## config.mk

```make
export PLATFORM = sky130hd
export DESIGN_NAME = serial_frame_receiver_sum_check
export DESIGN_NICKNAME = d
export VERILOG_FILES = /design/src/rtl/sfrsc_pkg.sv /design/src/rtl/sfrsc_cell.sv /design/src/rtl/sfrsc_chain.sv /design/src/rtl/serial_frame_receiver_sum_check.sv
export SDC_FILE = /design/constraint.sdc
export NUM_CORES = 1
export LEC_CHECK = 0
export BUFFER_PORTS_ARGS = -buffer_cell sky130_fd_sc_hd__buf_2
export CAP_MARGIN = 25
export CORE_MARGIN = 5
export CORE_UTILIZATION = 60
export DETAILED_ROUTE_END_ITERATION = 10
export PLACE_DENSITY = 0.85
export REMOVE_ABC_BUFFERS = 1
export SLEW_MARGIN = 0
export SYNTH_ARGS = -nofsm -noshare
export SYNTH_HDL_FRONTEND = slang
export SYNTH_HIERARCHICAL = 1
export SYNTH_SLANG_ARGS = --single-unit
export TNS_END_PERCENT = 1
```

## constraint.sdc

```tcl
create_clock -name clk -period 42.8 [get_ports clk]
set_input_delay 2.14 -clock clk [delete_from_list [all_inputs] [get_ports clk]]
set_output_delay 2.14 -clock clk [all_outputs]
set_load 0.02 [all_outputs]
```

## src/rtl/sfrsc_pkg.sv

```systemverilog
// Package: sizes, control types and state codes of the frame receiver.
`default_nettype none
package sfrsc_pkg;

  localparam int PAYLOAD_BYTES = 32;
  localparam int HEADER_RESET  = 8'hAA;
  localparam int CNT_W = (PAYLOAD_BYTES > 1) ? $clog2(PAYLOAD_BYTES) : 1;
  localparam int IDX_W = 5;

  // Shift command handed down the cell chain.
  typedef struct packed {
    logic       shift;
    logic [7:0] din;
  } chain_ctrl_t;

  typedef enum logic [3:0] {
    ST_IDLE    = 4'b0001,
    ST_PAYLOAD = 4'b0010,
    ST_CHECK   = 4'b0100,
    ST_DRAIN   = 4'b1000
  } rx_state_t;

endpackage
`default_nettype wire

```

## src/rtl/sfrsc_cell.sv

```systemverilog
// One byte cell of the payload chain.
`default_nettype none
module sfrsc_cell (
  input  wire                       clk,
  input  sfrsc_pkg::chain_ctrl_t    ctrl,
  output logic [7:0]                dout
);
  import sfrsc_pkg::*;

  // Take the neighbor's byte on shift, hold otherwise.
  always_ff @(posedge clk) begin
    if (ctrl.shift) begin
      dout <= ctrl.din;
    end
  end

endmodule
`default_nettype wire

```

## src/rtl/sfrsc_chain.sv

```systemverilog
// Row of byte cells that stores the payload and shifts it out oldest first.
`default_nettype none
module sfrsc_chain (
  input  wire                       clk,
  input  sfrsc_pkg::chain_ctrl_t    ctrl,
  output logic [7:0]                dout
);
  import sfrsc_pkg::*;

  logic [7:0]  cell_q    [PAYLOAD_BYTES];
  chain_ctrl_t cell_ctrl [PAYLOAD_BYTES];

  for (genvar i = 0; i < PAYLOAD_BYTES; i++) begin : g_cell
    if (i == 0) begin : g_head
      assign cell_ctrl[i] = ctrl;
    end else begin : g_link
      assign cell_ctrl[i] = '{shift: ctrl.shift, din: cell_q[i-1]};
    end
    sfrsc_cell u_cell (
      .clk  (clk),
      .ctrl (cell_ctrl[i]),
      .dout (cell_q[i])
    );
  end

  assign dout = cell_q[PAYLOAD_BYTES-1];

endmodule
`default_nettype wire

```

## src/rtl/serial_frame_receiver_sum_check.sv

```systemverilog
// Top level: serial frame deframer with additive checksum.
//
// Input channel (in_valid/in_ready, rx_byte) takes one received serial word
// per cycle. A word equal to header_byte starts a frame; the next 32 words
// are payload, shifted into a chain of 32 byte cells while an 8-bit sum
// accumulates them modulo 256. The following word is the check byte.
// On a match the chain drains through the output register: 32 result words
// (payload_byte, byte_index, last_of_frame) on out_valid/out_ready, the
// first loaded in the drain state after the check byte, then one per cycle
// while out_ready stays high. On a mismatch the frame is dropped silently.
// Outside a drain one input word is taken every cycle; during the drain
// in_ready is low. The drain ends on the counter's last position, and the
// cell chain moves one byte a cycle unless out_ready stalls it.
// A stall on out_ready holds the output register and the chain in place.
// Reset (rst, synchronous) returns to idle, clears the sum, empties the
// output register and sets header_byte to 0xAA; the chain is not cleared,
// every cell is written before a frame is sent. The user writes header_byte
// via cfg_we/cfg_wdata only while the block is idle; nothing enforces this.
`default_nettype none
module serial_frame_receiver_sum_check (
  input  wire                          clk,
  input  wire                          rst,
  input  wire                          cfg_we,
  input  wire  [7:0]                   cfg_wdata,
  input  wire                          in_valid,
  output logic                         in_ready,
  input  wire  [7:0]                   rx_byte,
  output logic                         out_valid,
  input  wire                          out_ready,
  output logic [7:0]                   payload_byte,
  output logic [sfrsc_pkg::IDX_W-1:0]  byte_index,
  output logic                         last_of_frame
);
  import sfrsc_pkg::*;

  localparam logic [CNT_W-1:0] CNT_LAST = CNT_W'(PAYLOAD_BYTES - 1);

  rx_state_t        state;
  logic [CNT_W-1:0] cnt;
  logic [7:0]       running_sum;
  logic [7:0]       header_byte;
  logic [7:0]       chain_out;
  chain_ctrl_t      chain_ctrl;
  logic             in_take;
  logic             load;

  // Take input in every state but the drain.
  assign in_ready = (state != ST_DRAIN);
  assign in_take  = in_valid && in_ready;

  // Move one stored byte into the output register when it is free.
  assign load = (state == ST_DRAIN) && (!out_valid || out_ready);

  // Shift on a payload word or on a drain step; never both at once.
  assign chain_ctrl.shift = (in_take && (state == ST_PAYLOAD)) || load;
  assign chain_ctrl.din   = rx_byte;

  sfrsc_chain u_chain (
    .clk  (clk),
    .ctrl (chain_ctrl),
    .dout (chain_out)
  );

  // Header register.
  always_ff @(posedge clk) begin
    if (rst) begin
      header_byte <= 8'(HEADER_RESET);
    end else if (cfg_we) begin
      header_byte <= cfg_wdata;
    end
  end

  // Frame sequencer.
  always_ff @(posedge clk) begin
    if (rst) begin
      state       <= ST_IDLE;
      cnt         <= '0;
      running_sum <= '0;
    end else begin
      case (state)
        ST_IDLE: begin
          if (in_take && (rx_byte == header_byte)) begin
            state       <= ST_PAYLOAD;
            cnt         <= '0;
            running_sum <= '0;
          end
        end
        ST_PAYLOAD: begin
          if (in_take) begin
            running_sum <= running_sum + rx_byte;
            if (cnt == CNT_LAST) begin
              state <= ST_CHECK;
              cnt   <= '0;
            end else begin
              cnt <= cnt + 1'b1;
            end
          end
        end
        ST_CHECK: begin
          // Check byte is never examined as a new header.
          if (in_take) begin
            cnt   <= '0;
            state <= (rx_byte == running_sum) ? ST_DRAIN : ST_IDLE;
          end
        end
        ST_DRAIN: begin
          if (load) begin
            if (cnt == CNT_LAST) begin
              state <= ST_IDLE;
              cnt   <= '0;
            end else begin
              cnt <= cnt + 1'b1;
            end
          end
        end
        default: begin
          state <= ST_IDLE;
          cnt   <= '0;
        end
      endcase
    end
  end

  // Output register: valid bit under reset, payload loaded on a drain step.
  always_ff @(posedge clk) begin
    if (rst) begin
      out_valid <= 1'b0;
    end else if (load) begin
      out_valid <= 1'b1;
    end else if (out_ready) begin
      out_valid <= 1'b0;
    end
  end

  always_ff @(posedge clk) begin
    if (load) begin
      payload_byte  <= chain_out;
      byte_index    <= IDX_W'(cnt);
      last_of_frame <= (cnt == CNT_LAST);
    end
  end

endmodule
`default_nettype wire

```

==> results of run 1 <==
## sequential cells by signal, indices dropped and copies added (netlist names)
name / count
cnt: 5
state: 4
out_valid: 1
payload_byte: 8
u_chain/g_cell.u_cell/dout: 256
byte_index: 5
running_sum: 8
header_byte: 8
last_of_frame: 1
## worst paths after layout
path / to / slack [ps] / cells after the start
hold / removal: u_chain/g_cell[9].u_cell/dout[4]$_DFFE_PP_ / 410 / 0
hold reg to reg: u_chain/g_cell[9].u_cell/dout[4]$_DFFE_PP_ / 410 / 0
setup reg to reg: u_chain/g_cell[27].u_cell/dout[0]$_DFFE_PP_ / 38850 / 4
setup / recovery: u_chain/g_cell[27].u_cell/dout[0]$_DFFE_PP_ / 38280 / 5
## kinds of logic after synthesis
kind of cell,Yosys count,synth area share (%)
adders and majority gates,10,1.355
DFF,296,88.17
and+or+nand+nor,78,4.437
muxes,8,0.8183
buffers and inverters,13,0.7031
xor gates and xnor gates,15,1.342
AOI/OAI and AO/OA,46,3.171
## per-stage QoR
step,area [um2],setup slack (ps),utilization [%],cells
2_1_floorplan,9724,21560,-,455
3_3_place_gp,10220,37930,64.08,711
3_5_place_dp,10220,37720,64.08,711
4_1_cts,11060,38260,69.36,758
5_1_grt,11090,38100,69.53,759
6_report,11090,38280,69.53,759
## Yosys cell counts (3+ instances only)
cell	number	share of area, %
a21o_1	3	0.23
a21oi_1	19	0.97
and2_1	3	0.19
and3_1	5	0.32
buf_2	4	0.20
clkbuf_1	4	0.15
dfxtp_1	26	5.3
edfxtp_1	270	83
ha_1	9	1.2
mux2i_1	8	0.82
nand2_1	13	0.50
nand2b_1	3	0.19
nand3_1	10	0.51
nand4_1	11	0.70
nor2_1	14	0.54
nor2b_1	3	0.19
nor3_1	3	0.15
o21ai_0	4	0.20
o21ai_1	3	0.15
o31ai_1	6	0.46
xnor2_1	11	0.98
xor2_1	4	0.36
## worst register-to-register path, cell delays in order (launching register included)
cell and delay [ps]:
dfxtp_1 530, or4b_1 640, o21ai_4 830, buf_4 770, buf_4 770
## layer usage
layer | routed length (um) | global-route usage [%]
met5 | 0 | 0
met4 | 329 | 4.610
met3 | 840 | 2.958
met2 | 6685 | 24.86
met1 | 5937 | 21.33
## layout make-up
cell class / count / area [um2]
Fill cell: 977 / 4857
Sequential cell: 296 / 8628
Tap cell: 216 / 270.3
Timing Repair Buffer: 41 / 237.7
Clock buffer: 31 / 690.7
Multi-Input combinational cell: 157 / 1100
Inverter: 2 / 7.507
Clock inverter: 16 / 151.4
## power breakdown
part / switching (mW) / internal, mW / leakage (nW)
Combinational: 0.0147 / 0.00775 / 0.648
Clock: 0.0953 / 0.133 / 0.408
Sequential: 0.00407 / 0.322 / 2.65
==> metrics.yaml, run 1 <==
critical_path:
  cp_data_arrival_time_ps: 4660
  startpoint_type: "input port"
  worst-endpoint-required_ps: 42940
  path_buf_inv: 3
  path_max_fanout: 68
  worstReg2RegStart: "state[3]$_SDFFE_PP0P_"
  startpoint: "in_valid"
  path_delay_family: "buffers and inverters"
  max_stage_delay_ps: 760
  critPathKind: "input port to flop"
  slowest_stage: "buf_4"
  crit_top_cell: "buf_4"
  end_kind: "flop"
  crit_chain: "buf_2 > nand3_1 > o21ai_4 > buf_4 > buf_4"
outcome:
  status: "complete, no violations"
global_route:
  grt_pass1_vias: 4174
  grt_overflow: 0
  grt_first_pass_wirelength_mm: 22.21
  grt_max_degree: 98
  antenna_found_initial: 0
  gr-usage-all-layers_pct: 15.26
logic_synthesis:
  synth_warnings: 6
  syn-cell-area_um2: 9786
  ys_seq_area_share_pct: 88.17
  ys_types: 46
  synthCells: 466
  avgSynthCellArea_um2: 21.00
  synth-edff-count: 270
  ys_async_sr_fraction_pct: 0
  yosys_most_used_dff: "edfxtp_1"
  ys_ff_latch: 296
drt:
  drc: 0
  drt-total-wl_mm: 13.79
  drtIter0Drc: 352
  ant_nets: 0
  first_pass_iters: 5
  num_vias: 4163
  detail_route.wl_per_cell_um: 18.17
  vias_per_cell: 5.485
cts:
  clock_path_buffers: 3
  cts_max_level: 1
  cts_hold_repair.buffers: 0
  cts_tree: "built"
  cts_resized: 0
  cts_sinks: 296
  clk_pin_slew_ps: 60
  cts_setup_buffers: 0
  clock_latency_ps: 510
  cts-root-buf: "clkbuf_16"
  numCtsBuffers: 27
die:
  core_um2: 15940
  die_h_um: 137.7
  die_area_um2: 18960
  io_pins: 37
  initial_utilization_pct: 61.38
  fp.dieW_um: 137.7
  rows: 46
min_path:
  timing.hold.worst.class: "flop to flop"
  hp-start: "u_chain/g_cell[8].u_cell/dout[4]$_DFFE_PP_"
timing:
  hold_ws_ps: 413.0
  slew_headroom_pct: 34.33
  skew_ps: 9.471
  setup-tns-final_ps: 0
  setup_viol: 0
  drv_slew: 0
  fin_crit_ps: 4523
  max_freq_mhz: 221.1
  rsz0062_at_grt: "false"
  hold_viol_final: 0
  finalCritPeriodShare_pct: 10.57
  worst-slew-pin-transition_ps: 981.4
final_layout:
  diodes: 0
  nNetsFinal: 556
  drive_gt1_share_pct: 14.92
  layout_commonest_cell: "edfxtp_1"
  final_cell_mix: "edfxtp_1 (270), buf_2 (36), clkbuf_16 (27)"
  area_growth_pct: 13.28
placement:
  dp_hpwl_mm: 7.577
  gp_congestion: 0.8810
  io_buffers: 36
power:
  fin_total_pwr_mw: 0.5769
  power.density_nw_per_um2: 52.04
  p_leak_nw: 3.702
  irDropWorstVdd_mv: 0.03182
job:
  drv_cap: 0
Note: power is estimated with default switching activity, not from simulation.
==> run 2: changes to the inputs <==
Clock period 42.8 ns to 4.4 ns, I/O delays scaled along.
==> run 2 against run 1 <==
  * Global-route usage grew 0.81 points
  * Via count is 4.0% higher
  * Cell area is 1.6% higher
  * Sequential cell count is the same
  * Total power grew to 9.6 times the previous value
  * Die area unchanged
  * Critical path depth fell by 1
  * Non-clock buffer count grew 20
  * Clock skew rose by 0.53 ps
==> metrics.yaml, run 2 (synthesis results as in run 1) <==
outcome:
  status: "complete, no violations"
power:
  p_sw_share_pct: 20.19
  power.internal_mw: 4.425
  p_leak_nw: 3.775
  p_clk_share_pct: 38.4
  irDropWorstVdd_mv: 0.2818
  fin_total_pwr_mw: 5.544
  pwr-share-comb_pct: 4.4
  power.density_nw_per_um2: 492.2
  switchingPower_mw: 1.119
  pwr-share-seq_pct: 57.2
placement:
  dpl_cell_area_um2: 10300
  gp_congestion: 0.8293
  io_buffers: 36
  post-place-ws_ps: 1982
  dp.cells: 715
  dp_hpwl_mm: 7.697
drt:
  num_vias: 4330
  ant_nets: 0
  vias_per_cell: 5.558
  first_pass_iters: 5
  drc: 0
  detail_route.wl_per_cell_um: 18.54
  drt-total-wl_mm: 14.45
  drtIter0Drc: 405
die:
  fp.dieW_um: 137.7
  io_pins: 37
  die_area_um2: 18960
  initial_utilization_pct: 61.38
  rows: 46
  die_h_um: 137.7
  core_um2: 15940
timing:
  worst-slew-pin-transition_ps: 812.9
  drv_slew: 0
  max_freq_mhz: 406.6
  hold_ws_ps: 133.6
  fin_crit_ps: 2459
  rsz0062_at_grt: "false"
  slew_headroom_pct: 45.35
  hold_viol_final: 0
  skew_ps: 9.997
  postLayoutSetupSlackWorst_ps: 1941
  setup_viol: 0
  setup-tns-final_ps: 0
  finalCritPeriodShare_pct: 55.89
final_layout:
  nNetsFinal: 576
  largest_reg_flops: 256
  fin_cells: 779
  fin_util_pct: 70.65
  diodes: 0
  layout_commonest_cell: "edfxtp_1"
  regMostFlops: "u_chain/g_cell.u_cell/dout"
  drive_gt1_share_pct: 14.92
  area_growth_pct: 15.10
  design_area_um2: 11260
  final_cell_mix: "edfxtp_1 (270), buf_2 (36), clkbuf_16 (27)"
min_path:
  timing.hold.worst.class: "input port to flop"
  min_path_cells: 3
global_route:
  grt_max_degree: 58
  grt_first_pass_wirelength_mm: 23.44
  grt_pass1_vias: 4463
  antenna_found_initial: 0
  gr-usage-all-layers_pct: 16.07
  grt_overflow: 0
critical_path:
  max_stage_delay_ps: 640
  startpoint_type: "flop"
  r2r_cells: 4
  slowest_stage: "or4b_1"
  r2r_slack_ps: 1940
  cp_data_arrival_time_ps: 2640
  end_kind: "flop"
  worst-endpoint-required_ps: 4580
  critPathKind: "flop to flop"
  crit_chain: "or4b_1 > o21ai_4 > buf_12 > buf_4"
  path_max_fanout: 32
cts:
  clock_path_buffers: 3
  cts-root-buf: "clkbuf_16"
  cts_sinks: 296
  numCtsBuffers: 27
  cts_setup_buffers: 0
  clk_pin_slew_ps: 60
  cts_max_level: 1
  cts_tree: "built"
  clock_latency_ps: 510
job:
  drv_cap: 0
run 2: worst paths after layout:
path / startpoint / end
setup / recovery: state[3]$_SDFFE_PP0P_ / u_chain/g_cell[24].u_cell/dout[3]$_DFFE_PP_
hold / removal: cfg_we / header_byte[5]$_SDFFE_PP1P_
setup reg to reg: state[3]$_SDFFE_PP0P_ / u_chain/g_cell[24].u_cell/dout[3]$_DFFE_PP_
hold reg to reg: u_chain/g_cell[12].u_cell/dout[4]$_DFFE_PP_ / u_chain/g_cell[13].u_cell/dout[4]$_DFFE_PP_
run 2: worst max-delay path, delay by kind of cell (launching register included):
kind / cells / cell delay, ps
DFF: 1 / 510
buffers and inverters: 2 / 590
AOI/OAI and AO/OA: 1 / 380
and+or+nand+nor: 1 / 640
run 2: layout make-up:
| cell class | instances | area, um2 |
|---|---|---|
| multi-input cells | 157 | 1100 |
| flip-flops and latches | 296 | 8628 |
| inverters | 2 | 7.507 |
| clock inverters | 10 | 73.82 |
| well taps | 216 | 270.3 |
| clock buffers | 37 | 723.2 |
| repair buffers | 61 | 460.4 |
| fillers | 966 | 4679 |
run 2: layer usage:
metal | part of all wire, % | global-route usage (%) | vias up | routed length (um)
li1 | - | - | 1991 | -
met1 | 43 | 22.23 | 2153 | 6246
met2 | 49 | 26.00 | 150 | 7055
met3 | 5.6 | 3.287 | 36 | 802
met4 | 2.4 | 5.434 | 0 | 341
met5 | 0 | 0 | - | 0
run 2: what timing repair did:
item	in CTS	in global routing
gates resized for setup	0	0
hold endpoints to repair	17	0
hold buffers	17	0
run 2: power by group through the flow:
stage                     Combinational [mW]  Clock, mW  Sequential (mW)
after floorplan                        0.154          0             3.28
after global placement                 0.205          0             3.22
after detailed placement               0.226          0             3.23
after CTS                              0.238       2.19             3.17
after global routing                   0.260       2.32             3.18
final                                  0.243       2.13             3.17
==> run 3: changes to the inputs <==
Settings changed: CORE_UTILIZATION 60 to 54, PLACE_DENSITY 0.85 to 0.81.
Clock period 4.4 ns to 2.1 ns, I/O delays scaled along.
==> run 3 against run 2 <==
  * Sequential power up 110%
  * Sequential cell count unchanged
  * Cell area up 4.4%
  * First-iteration DRC count down 2.2%
  * Combinational power rose to 2.7 times the previous value
  * Clock power rose to 2.5 times the previous value
  * Core utilization down 5.0 points
  * Non-clock buffer count up 23
  * Total power up 130%
  * Highest routed layer unchanged
==> metrics.yaml, run 3 (synthesis results as in run 1) <==
power:
  power.density_nw_per_um2: 1081
  pwr-share-seq_pct: 52.1
  p_sw_share_pct: 19.74
  pwr-share-comb_pct: 5.2
  irDropWorstVdd_mv: 0.8504
  p_leak_nw: 3.999
  p_clk_share_pct: 42.6
  switchingPower_mw: 2.509
  power.internal_mw: 10.20
die:
  rows: 49
  io_pins: 37
  die_h_um: 144.6
  die_area_um2: 20910
  fp.dieW_um: 144.6
  core_um2: 17900
  initial_utilization_pct: 54.66
placement:
  gp_congestion: 0.8215
  io_buffers: 36
  dp_hpwl_mm: 8.049
critical_path:
  critPathKind: "flop to flop"
  path_max_fanout: 41
  end_kind: "flop"
  startpoint_type: "flop"
  cp_data_arrival_time_ps: 2280
  worst-endpoint-required_ps: 2320
final_layout:
  diodes: 0
  regMostFlops: "u_chain/g_cell.u_cell/dout"
  layout_commonest_cell: "edfxtp_1"
  final_cell_mix: "edfxtp_1 (270), buf_2 (36), clkbuf_16 (28)"
  area_growth_pct: 20.13
  drive_gt1_share_pct: 18.95
  nNetsFinal: 600
  fill_cells: 1137
  largest_reg_flops: 256
drt:
  drc: 0
  first_pass_iters: 4
  drtIter0Drc: 396
  ant_nets: 0
  detail_route.wl_per_cell_um: 17.94
  drt-total-wl_mm: 14.71
  num_vias: 4410
  vias_per_cell: 5.378
timing:
  finalCritPeriodShare_pct: 98.31
  skew_ps: 13.33
  hold_ws_ps: 58.37
  worst-slew-pin-transition_ps: 550.4
  max_freq_mhz: 484.4
  drv_slew: 0
  rsz0062_at_grt: "true"
  setup_viol: 0
  slew_headroom_pct: 63.23
  fin_crit_ps: 2064
  setup-tns-final_ps: 0
  hold_viol_final: 0
cts:
  cts_sinks: 296
  cts_tree: "built"
  clock_path_buffers: 3
  cts_max_level: 1
  clk_pin_slew_ps: 70
  cts-root-buf: "clkbuf_16"
  clock_latency_ps: 540
  numCtsBuffers: 28
job:
  drv_cap: 0
global_route:
  grtUsageMet2_pct: 24.12
  grt_busiest_layer: "met2"
  grt_max_degree: 45
  grt_pass1_vias: 4646
  antenna_found_initial: 0
  grt_use_met3_pct: 3.175
  use_met1_pct: 19.03
  gr-usage-all-layers_pct: 14.44
  grt_first_pass_wirelength_mm: 23.65
  grt_overflow: 0
min_path:
  timing.hold.worst.class: "input port to flop"
outcome:
  status: "complete, no violations"
## run 3: cell types whose count changed in the layout (fill, tap and decap cells not counted), moves of 2 or more
| cell | before | now |
|---|---|---|
| dfxtp_2 | 0 | 3 |
| bufinv_16 | 1 | 7 |
| clkbuf_1 | 9 | 3 |
| clkinv_1 | 4 | 6 |
| dfxtp_1 | 26 | 23 |
| buf_4 | 4 | 14 |
| buf_12 | 4 | 8 |
| dlygate4sd3_1 | 17 | 26 |
## run 3: worst max-delay path, cell delays in order, from the launching register on
cell	delay, ps
dfxtp_1	410
or4b_1	600
o21ai_4	270
buf_12	200
buf_12	240
## run 3: power by group through the flow
stage	sequential (mW)	clock, mW	combinational (mW)
after floorplan	6.87	0	0.322
after detailed placement	6.75	0	0.539
after global routing	6.64	5.80	0.711
final	6.63	5.42	0.662
after CTS	6.63	5.54	0.638
after global placement	6.74	0	0.506
## run 3: per-layer routing
layer | vias up | wire length (um)
li1 | 2040 | -
met1 | 2222 | 6378
met2 | 111 | 7242
met3 | 37 | 686
met4 | 0 | 407
met5 | - | 0
## run 3: timing repair
item,in CTS,in global routing
hold buffers,26,0
setup endpoints to repair,2,117
hold endpoints to repair,18,0
resized for setup,0,5
pin swaps,1,1
buffers inserted,1,0
## run 3: area by class of cell
class,count,area [um2],share of cell area (%)
flip-flops and latches,296,8632,73.43
multi-input cells,157,1112,9.463
clock buffers,32,725.7,6.174
repair buffers,84,705.7,6.003
well taps,229,286.5,2.437
clock inverters,20,285.3,2.427
inverters,2,7.507,0.06386
## run 3: worst paths after layout
| check | startpoint | to | slack [ps] | cells after the start |
|---|---|---|---|---|
| hold reg to reg | u_chain/g_cell[9].u_cell/dout[5]$_DFFE_PP_ | u_chain/g_cell[10].u_cell/dout[5]$_DFFE_PP_ | 410 | 0 |
| setup reg to reg | state[1]$_SDFFE_PP0P_ | u_chain/g_cell[4].u_cell/dout[2]$_DFFE_PP_ | 40 | 4 |
| hold / removal | cfg_we | header_byte[0]$_SDFFE_PP0P_ | 60 | 3 |
| setup / recovery | state[1]$_SDFFE_PP0P_ | u_chain/g_cell[4].u_cell/dout[2]$_DFFE_PP_ | 40 | 4 |
## run 3: per-stage QoR
stage | power, mW | util (%) | setup slack [ps] | std cells | area [um2]
finish | 12.71 | 65.66 | 35.54 | 820 | 11760
global route | 13.15 | 65.66 | -14.89 | 820 | 11760
CTS | 12.81 | 65.57 | 39.44 | 820 | 11740
detailed placement | 7.287 | 58.36 | 85.46 | 741 | 10450
global placement | 7.244 | 58.36 | 161.0 | 741 | 10450
floorplan | 7.189 | - | -18130 | 455 | 9724
